<file path="src/hdl/scaled_oneshot_timer_bank_top_defines.svh">
// assertion macros for the scaled one-shot timer bank
`ifndef SCALED_ONESHOT_TIMER_BANK_TOP_DEFINES_SVH
`define SCALED_ONESHOT_TIMER_BANK_TOP_DEFINES_SVH

`ifndef SYNTHESIS
// property that must hold at every clock edge outside reset
`define SOTB_ASSERT(label, clk, rst_n, prop, msg) \
    label: assert property (@(posedge clk) disable iff (!rst_n) (prop)) else $error(msg);
// implication from a trigger to a consequence in the next cycle
`define SOTB_ASSERT_NEXT(label, clk, rst_n, trig, cons, msg) \
    label: assert property (@(posedge clk) disable iff (!rst_n) (trig) |=> (cons)) \
        else $error(msg);
`else
`define SOTB_ASSERT(label, clk, rst_n, prop, msg)
`define SOTB_ASSERT_NEXT(label, clk, rst_n, trig, cons, msg)
`endif

`endif

</file>
<file path="src/hdl/sotb_pkg.sv">
// shared types and constants of the scaled one-shot timer bank
`timescale 1ns / 1ps

package sotb_pkg;

    // default bank depth
    localparam int MAX_TIMERS_DEF = 16;

    // field widths
    localparam int TS_W    = 32;
    localparam int DUR_W   = 24;
    localparam int TAG_W   = 8;
    localparam int REM_W   = 34;
    localparam int SCALE_W = 16;
    localparam int FRAC_W  = 8;
    localparam int DELTA_W = 48;
    localparam int GAME_W  = 56;
    localparam int GOUT_W  = 48;

    // reset value of the time scale register (1.0)
    localparam logic [SCALE_W-1:0] TIME_SCALE_RST = 16'd256;

    // item kinds
    localparam logic FUNC_TICK   = 1'b0;
    localparam logic FUNC_CREATE = 1'b1;

    // result kinds
    localparam logic [1:0] KIND_EXPIRED   = 2'd0;
    localparam logic [1:0] KIND_TICK_DONE = 2'd1;
    localparam logic [1:0] KIND_CREATED   = 2'd2;
    localparam logic [1:0] KIND_REFUSED   = 2'd3;

    typedef struct packed {
        logic              func;
        logic [TS_W-1:0]   timestamp_ms;
        logic [DUR_W-1:0]  duration_ms;
        logic              unscaled;
        logic [TAG_W-1:0]  timer_tag;
    } t_in_item;

    typedef struct packed {
        logic [1:0]        kind;
        logic [TAG_W-1:0]  tag;
        logic [GOUT_W-1:0] game_time_ms;
        logic              last;
    } t_out_item;

    // one timer as held in a cell
    typedef struct packed {
        logic [REM_W-1:0] remaining;
        logic             unscaled;
        logic [TAG_W-1:0] tag;
    } t_timer;

    // per-cell control
    typedef struct packed {
        logic shift;
        logic load;
    } t_cell_ctl;

endpackage

</file>
<file path="src/hdl/scaled_oneshot_timer_bank_top.sv">
// top level of the scaled one-shot timer bank
`timescale 1ns / 1ps
`include "scaled_oneshot_timer_bank_top_defines.svh"

// A create item gives one result (created or refused) in the next cycle;
// busy stays low, so creates may come every cycle. A tick item holds busy
// high through the DELTA state, one STEP state per active timer and the DONE
// state: the raw delta is taken at the accepting edge, the DELTA state forms
// the scaled product, then the chain of timer cells shifts once per active
// timer through the single head unit, which strobes an expiry result in the
// cycle after each expired timer's step, in creation order, and the DONE state
// forms the game-time result (last set), which shows in the first cycle after busy
// falls. Results are strobed for one cycle on o_res_vld and cannot be held
// off. Write the time scale only while busy is low and no result is still
// to come.
module scaled_oneshot_timer_bank_top
    import sotb_pkg::*;
#(
    parameter int MAX_TIMERS = MAX_TIMERS_DEF
) (
    input  logic                i_clk,
    input  logic                i_rst_n,
    input  logic                start,
    output logic                busy,
    input  t_in_item            i_item,
    input  logic                i_cfg_we,
    input  logic [SCALE_W-1:0]  i_cfg_wdata,
    output logic                o_res_vld,
    output t_out_item           o_res
);

    localparam int CNT_W = $clog2(MAX_TIMERS + 1);

    // sequencer states
    localparam logic [1:0] ST_IDLE  = 2'd0;
    localparam logic [1:0] ST_DELTA = 2'd1;
    localparam logic [1:0] ST_STEP  = 2'd2;
    localparam logic [1:0] ST_DONE  = 2'd3;

    logic [1:0]         r_state, n_state;
    logic [SCALE_W-1:0] r_scale;
    logic [TS_W-1:0]    r_prev_ts, n_prev_ts;
    logic [TS_W-1:0]    r_raw, n_raw;
    logic [DELTA_W-1:0] r_scaled, n_scaled;
    logic [GAME_W-1:0]  r_game, n_game;
    logic [CNT_W-1:0]   r_len, n_len;
    logic [CNT_W-1:0]   r_steps, n_steps;
    t_out_item          r_res, n_res;
    logic               r_res_vld, n_res_vld;

    logic               w_accept;
    logic               w_create;
    logic               w_full;
    logic               w_expired;
    t_timer             w_new;
    t_timer             w_next;
    t_timer             w_load;
    logic [GAME_W-1:0]  w_game_sum;
    t_timer             w_cell [MAX_TIMERS];

    assign w_accept   = start && !busy;
    assign w_create   = w_accept && (i_item.func == FUNC_CREATE);
    assign w_full     = (r_len == CNT_W'(MAX_TIMERS));
    assign w_game_sum = r_game + GAME_W'(r_scaled);

    // timer formed from a create item
    always_comb begin
        w_new.remaining = REM_W'({i_item.duration_ms, {FRAC_W{1'b0}}});
        w_new.unscaled  = i_item.unscaled;
        w_new.tag       = i_item.timer_tag;
    end

    // head unit on cell zero
    sotb_head u_head (
        .i_head    (w_cell[0]),
        .i_raw     (r_raw),
        .i_scaled  (r_scaled),
        .o_expired (w_expired),
        .o_next    (w_next)
    );

    assign w_load = (r_state == ST_STEP) ? w_next : w_new;

    // chain of timer cells, shifting toward the head while stepping
    for (genvar gi = 0; gi < MAX_TIMERS; gi++) begin : g_cell
        t_cell_ctl w_ctl;
        t_timer    w_nbr;

        always_comb begin
            w_ctl.shift = (r_state == ST_STEP);
            w_ctl.load  = ((r_state == ST_STEP) && !w_expired
                           && (r_len == CNT_W'(gi + 1)))
                       || (w_create && (r_len == CNT_W'(gi)));
        end

        if (gi == MAX_TIMERS - 1) begin : g_tail
            assign w_nbr = '0;
        end else begin : g_mid
            assign w_nbr = w_cell[gi+1];
        end

        sotb_cell u_cell (
            .i_clk  (i_clk),
            .i_ctl  (w_ctl),
            .i_nbr  (w_nbr),
            .i_load (w_load),
            .o_cell (w_cell[gi])
        );
    end

    // sequencer and result formation
    always_comb begin
        n_state   = r_state;
        n_prev_ts = r_prev_ts;
        n_raw     = r_raw;
        n_scaled  = r_scaled;
        n_game    = r_game;
        n_len     = r_len;
        n_steps   = r_steps;
        n_res     = r_res;
        n_res_vld = 1'b0;
        case (r_state)
            ST_IDLE: begin
                if (w_accept) begin
                    if (i_item.func == FUNC_CREATE) begin
                        n_res_vld = 1'b1;
                        n_res.game_time_ms = '0;
                        n_res.last = 1'b1;
                        if (w_full) begin
                            n_res.kind = KIND_REFUSED;
                            n_res.tag  = '0;
                        end else begin
                            n_res.kind = KIND_CREATED;
                            n_res.tag  = i_item.timer_tag;
                            n_len      = r_len + CNT_W'(1);
                        end
                    end else begin
                        n_raw     = i_item.timestamp_ms - r_prev_ts;
                        n_prev_ts = i_item.timestamp_ms;
                        n_state   = ST_DELTA;
                    end
                end
            end
            ST_DELTA: begin
                n_scaled = DELTA_W'(r_raw) * DELTA_W'(r_scale);
                n_steps  = r_len;
                n_state  = (r_len == '0) ? ST_DONE : ST_STEP;
            end
            ST_STEP: begin
                n_steps = r_steps - CNT_W'(1);
                if (w_expired) begin
                    n_len     = r_len - CNT_W'(1);
                    n_res_vld = 1'b1;
                    n_res.kind = KIND_EXPIRED;
                    n_res.tag  = w_cell[0].tag;
                    n_res.game_time_ms = '0;
                    n_res.last = 1'b0;
                end
                if (r_steps == CNT_W'(1)) begin
                    n_state = ST_DONE;
                end
            end
            ST_DONE: begin
                n_game    = w_game_sum;
                n_res_vld = 1'b1;
                n_res.kind = KIND_TICK_DONE;
                n_res.tag  = '0;
                n_res.game_time_ms = w_game_sum[GAME_W-1:FRAC_W];
                n_res.last = 1'b1;
                n_state   = ST_IDLE;
            end
            default: begin
                n_state = ST_IDLE;
            end
        endcase
    end

    // control and state registers
    always_ff @(posedge i_clk) begin
        if (!i_rst_n) begin
            r_state   <= ST_IDLE;
            r_scale   <= TIME_SCALE_RST;
            r_prev_ts <= '0;
            r_game    <= '0;
            r_len     <= '0;
            r_steps   <= '0;
            r_res_vld <= 1'b0;
        end else begin
            r_state   <= n_state;
            r_prev_ts <= n_prev_ts;
            r_game    <= n_game;
            r_len     <= n_len;
            r_steps   <= n_steps;
            r_res_vld <= n_res_vld;
            if (i_cfg_we) begin
                r_scale <= i_cfg_wdata;
            end
        end
    end

    // payload registers
    always_ff @(posedge i_clk) begin
        r_raw    <= n_raw;
        r_scaled <= n_scaled;
        r_res    <= n_res;
    end

    assign busy      = (r_state != ST_IDLE);
    assign o_res_vld = r_res_vld;
    assign o_res     = r_res;

    // checks
    `SOTB_ASSERT(a_len_bound, i_clk, i_rst_n, r_len <= CNT_W'(MAX_TIMERS),
                 "timer count over bank size")
    `SOTB_ASSERT(a_steps_idle, i_clk, i_rst_n, (r_state != ST_IDLE) || (r_steps == '0),
                 "step count left over in idle")
    `SOTB_ASSERT(a_expiry_not_last, i_clk, i_rst_n,
                 !(o_res_vld && o_res.kind == KIND_EXPIRED) || !o_res.last,
                 "expiry item marked last")
    `SOTB_ASSERT_NEXT(a_create_result, i_clk, i_rst_n, w_create,
                      o_res_vld && o_res.last
                      && (o_res.kind == KIND_CREATED || o_res.kind == KIND_REFUSED),
                      "create item without its result")

endmodule

</file>
<file path="src/hdl/sotb_cell.sv">
// one timer cell of the chain: loads a new value or takes its neighbor's
`timescale 1ns / 1ps

module sotb_cell
    import sotb_pkg::*;
(
    input  logic      i_clk,
    input  t_cell_ctl i_ctl,
    input  t_timer    i_nbr,
    input  t_timer    i_load,
    output t_timer    o_cell
);

    t_timer r_timer;

    // load wins over the shift toward the head
    always_ff @(posedge i_clk) begin
        if (i_ctl.load) begin
            r_timer <= i_load;
        end else if (i_ctl.shift) begin
            r_timer <= i_nbr;
        end
    end

    assign o_cell = r_timer;

endmodule

</file>
<file path="src/hdl/sotb_head.sv">
// head unit: checks the timer at the head of the chain against its delta
`timescale 1ns / 1ps

module sotb_head
    import sotb_pkg::*;
(
    input  t_timer             i_head,
    input  logic [TS_W-1:0]    i_raw,
    input  logic [DELTA_W-1:0] i_scaled,
    output logic               o_expired,
    output t_timer             o_next
);

    logic [DELTA_W-1:0] w_real;
    logic [DELTA_W-1:0] w_delta;
    logic [DELTA_W-1:0] w_rem;
    logic [DELTA_W-1:0] w_diff;

    // pick the real or the scaled delta
    assign w_real  = DELTA_W'({i_raw, {FRAC_W{1'b0}}});
    assign w_delta = i_head.unscaled ? w_real : i_scaled;
    assign w_rem   = DELTA_W'(i_head.remaining);

    // expire at or below zero, else subtract exactly
    assign o_expired = (w_delta >= w_rem);
    assign w_diff    = w_rem - w_delta;

    always_comb begin
        o_next           = i_head;
        o_next.remaining = w_diff[REM_W-1:0];
    end

endmodule

</file>
<file path="config.mk">
export PLATFORM = sky130hd
export DESIGN_NAME = scaled_oneshot_timer_bank_top
export DESIGN_NICKNAME = d
export VERILOG_FILES = /design/src/hdl/sotb_pkg.sv /design/src/hdl/scaled_oneshot_timer_bank_top.sv /design/src/hdl/sotb_cell.sv /design/src/hdl/sotb_head.sv
export VERILOG_INCLUDE_DIRS = /design/src /design/src/hdl
export SDC_FILE = /design/constraint.sdc
export NUM_CORES = 2
export LEC_CHECK = 0
export BUFFER_PORTS_ARGS = -buffer_cell sky130_fd_sc_hd__clkbuf_2
export CAP_MARGIN = 20
export CORE_MARGIN = 5
export CORE_UTILIZATION = 50
export CTS_CLUSTER_DIAMETER = 30
export DETAILED_ROUTE_END_ITERATION = 10
export GPL_TIMING_DRIVEN = 0
export PLACE_DENSITY_LB_ADDON = 0.25
export SYNTH_ARGS = -nofsm -noshare
export SYNTH_HDL_FRONTEND = slang
export SYNTH_HIERARCHICAL = 1
export SYNTH_SLANG_ARGS = --single-unit
export TNS_END_PERCENT = 1
</file>
<file path="constraint.sdc">
create_clock -name i_clk -period 11.4 [get_ports i_clk]
set_input_delay 0.57 -clock i_clk [delete_from_list [all_inputs] [get_ports i_clk]]
set_output_delay 0.57 -clock i_clk [all_outputs]
set_load 0.01 [all_outputs]
</file>
After elaboration in Yosys (flattened, before gate mapping)
Index checks and enable logic that the tools add are counted.

word-level totals
  flip-flop bits (word level) = 944
  input bits = 86
  output and inout bits = 61
  logic and storage cells = 229

operators by class
  $add $sub $neg = 6
  $mul = 1
  $lt $le $gt $ge = 1
  equal/unequal tests = 26
  multiplexer cells = 54
  bitwise operators = 1
  reduce and logical (&&, ||, !) cells = 79

operators by type and width
  cell                                              number
  two-way mux 43 bit                                33
  two-way mux 59 bit                                3
  case mux 59 bit (3 select lines)                  1
  adder 56 x 48 -> 56 bit                           1
  greater-or-equal comparator 48 x 34 -> 1 bit      1
  multiplier 32 x 16 -> 48 bit                      1
  two-way mux 48 bit                                1
  == test 5 x 4 -> 1 bit, second input constant     8
  nonzero test 2 bit                                19
  logical AND 1 bit                                 35
  subtractor 34 bit                                 1
  subtractor 32 bit                                 1
  == test 5 x 3 -> 1 bit, second input constant     4
  two-way mux 5 bit                                 4
  case mux 5 bit (2 select lines)                   2
  logical OR 1 bit                                  16
  inequality test 2 bit, second input constant      6
  == test 5 x 1 -> 1 bit, second input constant     2
  == test 5 x 2 -> 1 bit, second input constant     2
  subtractor 5 x 1 -> 5 bit, second input constant  2
  two-way mux 9 bit                                 1
  case mux 2 bit (4 select lines)                   1
  two-way mux 2 bit                                 3
  AND reduction 3 bit                               2
  other kinds (13)                                  18

Depth between registers and ports, before layout
  depth after elaboration = 7
  gate-level depth with buffers = 25
  mapped depth without buffers = 24

Cells and area by module
The synthesis kept the hierarchy.

by module, submodules not included
  module                         instances  cells an instance  area an instance (um^2)
  sotb_cell                      16         92                 2,019.4
  scaled_oneshot_timer_bank_top  1          3,331              30,340.3
  sotb_head                      1          517                3,583.4

Worst setup path before layout
OpenSTA, ideal clock, no wires.

  path type = register to register
  from = reg g_cell[0].u_cell.r_timer (netlist bit g_cell[0].u_cell/o_cell[8])
  to = reg r_res (netlist bit o_res[0]) (enable)
  setup time = 0.564 ns
  arrival = 7.409 ns
  required time = 10.836 ns
  setup slack = 3.427 ns
  cell stages (with the launch flop) = 15
  period minus slack after synthesis = 7.973 ns
  cell sequence = edfxtp_1 > clkbuf_1 > buf_1 > mux2i_1 > inv_1 > ha_1 > clkbuf_1 > nand2_1 > nor2_1 > nand2_1 > a211oi_1 > o21ai_0 > a31oi_1 > nor2_1 > a211oi_1

on the way
  word-level cells in the longest chain between the ends = 4

ends and longest elaborated chain
  what                                          line                                  source
  from (decl)                                   sotb_cell.sv:14                       t_timer r_timer;
  from (signal assigned)                        sotb_cell.sv:19                       r_timer <= i_load;
  from (signal assigned)                        sotb_cell.sv:21                       r_timer <= i_nbr;
  two-way mux 48 bit                            sotb_head.sv:21                       assign w_delta = i_head.unscaled ? w_real : i_scaled;
  greater-or-equal comparator 48 x 34 -> 1 bit  sotb_head.sv:25                       assign o_expired = (w_delta >= w_rem);
  net w_expired                                 scaled_oneshot_timer_bank_top.sv:54   logic w_expired;
  inequality test 2 bit (no source line)        -
  AND reduction 4 bit (no source line)          -
  to (signal assigned)                          scaled_oneshot_timer_bank_top.sv:205  r_res <= n_res;
  to (decl)                                     scaled_oneshot_timer_bank_top.sv:48   t_out_item r_res, n_res;

The timed path passes the listed nets, and every way through them passes these cells.
A chain may end at the register's enable or synchronous reset.

Worst setup path after layout
  from = reg r_raw[11]
  to = reg r_scaled[42] (data pin)

on the way
  word-level cells in the longest chain between the ends = 1

ends and longest elaborated chain
  what                          line                                  source
  from (decl)                   scaled_oneshot_timer_bank_top.sv:43   logic [TS_W-1:0] r_raw, n_raw;
  from (signal assigned)        scaled_oneshot_timer_bank_top.sv:203  r_raw <= n_raw;
  multiplier 32 x 16 -> 48 bit  scaled_oneshot_timer_bank_top.sv:145  n_scaled = DELTA_W'(r_raw) * DELTA_W'(r_scale);
  to (signal assigned)          scaled_oneshot_timer_bank_top.sv:204  r_scaled <= n_scaled;
  to (decl)                     scaled_oneshot_timer_bank_top.sv:44   logic [DELTA_W-1:0] r_scaled, n_scaled;

Every way passes these cells.

==> results summary <==
The average routed wire per standard cell came out at 21.1 um. The length in cells of the worst reg-to-reg path is 23. Clock-pin slew was measured on the worst setup and hold paths at 0.04 ns. The remaining design rule violation count is 0. The final cycle utilization of the critical path came out at 68.1%. The last weighted congestion value of the routability-driven placer came out at 0.949. The data arrival time at the worst-slack endpoint came out at 8.29 ns. After synthesis, the share of flip-flops with an asynchronous set or reset is 0%. The leakage dissipation is 32.1 nW. The count of final max-slew check failures was 0. The cell sitting at the root of the clock tree is a sky130_fd_sc_hd__clkbuf_16. The final wirelength is 163000 um. Buffers inserted during clock tree synthesis total 211. The global-route wire length before repair came out at 252000 um. Measured along the x axis, the die boundary spans 374 um. The post-synthesis share of cell area spent on xor and xnor gates is 1.81%.

The number of buffers on the longest clock path is 3. The I/O pin count came out at 147. The most frequently used flop master after synthesis is sky130_fd_sc_hd__edfxtp_1. The critical hold path startpoint is i_item[45]. The initial detailed-routing violation count is 2731.

The simple-gate share of the synthesized area is 8.89%. The share of final-layout standard cells stronger than drive strength 1 is 24.4%. The final instance count without filler cells came out at 7716. Setup repair after global routing left no endpoint under its margin. The total internal power is 0.0135 W. The endpoint identified for the worst register-to-register timing path is r_scaled[42]. The cell repeated most along the worst path is sky130_fd_sc_hd__fa_1. Of all nets on the critical path, the largest fanout is 10. Counting tap cells, the placed design contains a total of 7286 instances. Global routing used 23.1% of the available tracks. On the critical path, the stage with the largest delay is an instance of sky130_fd_sc_hd__edfxtp_1.

In this run, the clock network consumes 28.6% of the power. The path class of the lowest-slack min-delay path is in -> reg. The worst pin sits at a relative slew slack of 25.6%. The number of nets with antenna violations after routing is 0. The share of synthesized cell area in full adder, half adder and majority cells came out at 18.0%.

Once the floorplan was initialized, standard cells occupied 50.3% of the core. The synthesized area is 66200 um2. After synthesis, the largest family of logic cells by area is adder cells. For this run, global-route usage on met3 was measured as 4.46%. For this design the ratio of total power to cell area is 287 nW/um2. The post-synthesis sequential area ratio is 41.0%. The met2 usage in global routing came out at 39.7%. The share of cell area taken by muxes after synthesis came out at 16.9%. The setup skew after layout is 0.0951 ns.

The worst register-to-register path begins at r_raw[11]. Power comes to 0.0223 W. The number of buffers added for setup after CTS came out at 0.

The sequential fraction of design power came out at 25.5%. Of the post-synthesis cell area, the dominant cell type holds 37.5%. The clock tree synthesis step divided the H-tree into 4 levels. The clock latency of the later-clocked register in the worst-skew pair came out at 0.84 ns. The met1 track utilization from global routing is 28.6%. The synthesized netlist devotes 6.55% of its cell area to compound gates.

The highest clock frequency the design can meet is 129 MHz. The worst setup path is launched from a flop. The flow ran to the end, and the final reports show no timing, DRC or antenna violations. The number of maximum-capacitance violations is 0. Setup slack on the critical path of the routed design comes to 3.64 ns. The routed via count divided by cell count is 5.37. The cell type contributing the most total cell area after synthesis is sky130_fd_sc_hd__edfxtp_1.

For flop-to-flop paths, the worst setup slack is 3.64 ns. OpenSTA, run right after detailed placement, puts the worst setup slack at 3.71 ns. The count of clock tree sinks is 944. The count of final setup violators came out at 0. The via count of the first global-routing pass is 43.6k. Row generation in the floorplan step produced 133 rows.

Across the VDD grid, the largest voltage drop is 0.273 mV. The switching power total came out at 0.00875 W. The layer with the highest usage after global routing is met2. Entering global routing, the biggest net connects 42 pins.

The fraction of power consumed by combinational cells came out at 45.9%. The kind of capture point of the worst setup path is a flop. The worst hold path depth is 3. After legalization and detailed placement, the total HPWL measured 125000 um. The critical path in this run is classified as reg -> reg. The die area is 140000 um2. The signal on the critical path passes through clkbuf_1 -> nand2_1 -> fa_1 -> inv_1 -> fa_1 -> fa_1 -> fa_1 -> fa_1 -> inv_1 -> fa_1 -> inv_1 -> ha_1 -> clkbuf_1 -> a21oi_1 -> nand2_1 -> a41oi_1 -> nand2_1 -> a2bb2oi_1 -> o211ai_2 -> o21ai_2 -> a221oi_2 -> o21ai_1 -> xor2_1. After synthesis, the cell types taking the most area are sky130_fd_sc_hd__edfxtp_1 37%, sky130_fd_sc_hd__mux2_4 14%, sky130_fd_sc_hd__fa_1 13%, sky130_fd_sc_hd__ha_1 5.3%, sky130_fd_sc_hd__dfxtp_1 3.5%. The net switching share of the total power is 39.3%. From synthesis to final layout, the design area changed by 17.4%. TritonCTS built the clock tree. The final net count came out at 6557. The floorplan step set the die height to 374 um. At the worst endpoint, the required time is 11.93 ns. The register bit count reported by yosys is 944. The aggregate global routing overflow came out at 0. The average cell area after synthesis came out at 12.5 um2. The number of detailed-routing iterations run before antenna repair came out at 5. The port buffer count is 145. The vias after detailed routing came out at 41.5k. At the pin with the least slew margin, the transition time is 1.12 ns. The time the final worst path needs with I/O delays and setup came out at 7.76 ns. The initial antenna violation count was 10. The number of enable flip-flop cells after synthesis came out at 827.

The count of unique library cells instantiated by Yosys came out at 105. The final-report hold violation count is 0. The path with the worst hold slack has its endpoint at r_prev_ts[12]. The floorplan step defined a core boundary enclosing 132000 um2. The warning count from the yosys run is 6. The synthesized instance count is 5320. The maximum single-stage delay on the critical path is 0.73 ns.
## final cells by class
type / count / area (um2)
diodes: 3 / 7.51
plain buffers: 273 / 2260
clock buffers: 230 / 5370
clock inverters: 170 / 2310
fillers: 10500 / 53900
inverters: 609 / 2290
multi-input cells: 3536 / 34700
flip-flops and latches: 944 / 27200
well taps: 1755 / 2200
repair buffers: 196 / 1440
## cells by family (layout without fill, tap and decap cells)
| kind of cell | after synthesis | count (layout) |
|---|---|---|
| buffers and inverters | 882 | 1478 |
| adder cells (fa/ha/maj) | 700 | 700 |
| AND/OR/NAND/NOR | 1220 | 1220 |
| other | 1 | 46 |
| multiplexers | 791 | 791 |
| AO/OA/AOI/OAI | 645 | 645 |
| flip-flops | 944 | 944 |
| XOR/XNOR | 137 | 137 |
## sequential cells by signal (all words and copies together), names as in the netlist
| signal | cells |
|---|---|
| o_res | 59 |
| g_cell.u_cell/o_cell | 688 |
| o_res_vld | 1 |
| r_steps | 5 |
| r_len | 5 |
| r_scale | 16 |
| r_game | 56 |
| r_raw | 32 |
| r_prev_ts | 32 |
| r_state | 2 |
| r_scaled | 48 |
## cell usage after synthesis (34+ instances only)
cell                       number
sky130_fd_sc_hd__xnor2_1       95
sky130_fd_sc_hd__nor2_1       201
sky130_fd_sc_hd__mux2_4       624
sky130_fd_sc_hd__a21o_1        81
sky130_fd_sc_hd__inv_1        608
sky130_fd_sc_hd__nand4_1       44
sky130_fd_sc_hd__fa_1         421
sky130_fd_sc_hd__nand2_1      505
sky130_fd_sc_hd__clkbuf_1     156
sky130_fd_sc_hd__edfxtp_1     827
sky130_fd_sc_hd__o21ai_0       84
sky130_fd_sc_hd__and2_1       242
sky130_fd_sc_hd__nand2b_1      34
sky130_fd_sc_hd__a21oi_1      231
sky130_fd_sc_hd__buf_12        64
sky130_fd_sc_hd__mux2i_1       65
sky130_fd_sc_hd__xor2_1        42
sky130_fd_sc_hd__ha_1         279
sky130_fd_sc_hd__nand3_1       41
sky130_fd_sc_hd__mux2_2       102
sky130_fd_sc_hd__dfxtp_1      117
## power groups by stage
stage / clock (W) / combinational, W / sequential (W)
5_1_grt: 0.00670 / 0.0113 / 0.00575
3_3_place_gp: 0 / 0.00989 / 0.00578
4_1_cts: 0.00649 / 0.0103 / 0.00569
2_1_floorplan: 0 / 0.00712 / 0.00560
6_report: 0.00637 / 0.0102 / 0.00569
3_5_place_dp: 0 / 0.0102 / 0.00573
## what timing repair did
item / CTS / global route
gates resized for setup: 0 / 0
endpoints found under the hold margin: 27 / 0
hold buffers: 27 / 0
## per-stage QoR
| step | area (um2) | util, % | TNS, ns | hold WS, ns |
|---|---|---|---|---|
| after floorplan | 66400 | - | 0 | 0.436 |
| after global placement | 69300 | 52.7 | -112.21 | 0.441 |
| after detailed placement | 69800 | 53.0 | 0 | 0.447 |
| after CTS | 77700 | 59.0 | 0 | 0.000962 |
| after global routing | 77700 | 59.0 | 0 | 0.0294 |
| final | 77700 | 59.1 | 0 | 0.0627 |
## worst max-delay path by stage
stage	depth (start not counted)	endpoint	start	slack, ns
after CTS	23	r_scaled[42]	r_raw[16]	3.70
after detailed placement	23	r_scaled[42]	r_raw[16]	3.71
after global routing	23	r_scaled[42]	r_raw[11]	3.29
after floorplan	14	o_res[0]	g_cell[0].u_cell/o_cell[8]	3.43
final	23	r_scaled[42]	r_raw[11]	3.64
after global placement	14	o_res[47]	g_cell[0].u_cell/o_cell[8]	-1.91
## cells in the final DEF, fill, tap and decap left out, types with 23 or more instances in the layout
cell and count:
sky130_fd_sc_hd__conb_1 43, sky130_fd_sc_hd__fa_1 421, sky130_fd_sc_hd__clkinv_2 42, sky130_fd_sc_hd__and2_1 242, sky130_fd_sc_hd__ha_1 278, sky130_fd_sc_hd__nor2b_1 24
sky130_fd_sc_hd__nor2_1 201, sky130_fd_sc_hd__clkinvlp_4 28, sky130_fd_sc_hd__edfxtp_1 827, sky130_fd_sc_hd__buf_12 81, sky130_fd_sc_hd__xor2_1 42, sky130_fd_sc_hd__mux2_2 102
sky130_fd_sc_hd__bufinv_16 40, sky130_fd_sc_hd__dlygate4sd3_1 27, sky130_fd_sc_hd__clkbuf_1 173, sky130_fd_sc_hd__mux2i_1 65, sky130_fd_sc_hd__nand2_1 505, sky130_fd_sc_hd__o21ai_0 84
sky130_fd_sc_hd__nand2b_1 34, sky130_fd_sc_hd__xnor2_1 95, sky130_fd_sc_hd__inv_1 608, sky130_fd_sc_hd__mux2_4 624, sky130_fd_sc_hd__dfxtp_1 117, sky130_fd_sc_hd__clkbuf_2 147
sky130_fd_sc_hd__nand4_1 44, sky130_fd_sc_hd__a21o_1 81, sky130_fd_sc_hd__nand3_1 41, sky130_fd_sc_hd__o21a_1 29, sky130_fd_sc_hd__or2_2 24, sky130_fd_sc_hd__clkbuf_16 211
sky130_fd_sc_hd__o211ai_1 23, sky130_fd_sc_hd__a21oi_1 231, sky130_fd_sc_hd__a211oi_1 27
## metal layers
metal | part of all wire (%) | up-vias
li1 | - | 19200
met1 | 41 | 20700
met2 | 50 | 1161
met3 | 5.5 | 335
met4 | 4.0 | 0
met5 | 0 | -
## critical path: cells and delay by family, from the launching register on
family / cells / cell delay, ns
flip-flops: 1 / 0.73
AND/OR/NAND/NOR: 3 / 0.50
AO/OA/AOI/OAI: 7 / 1.65
XOR/XNOR: 1 / 0.15
adder cells (fa/ha/maj): 7 / 3.51
buffers and inverters: 5 / 0.96
Power figures use the tool's default switching activity.
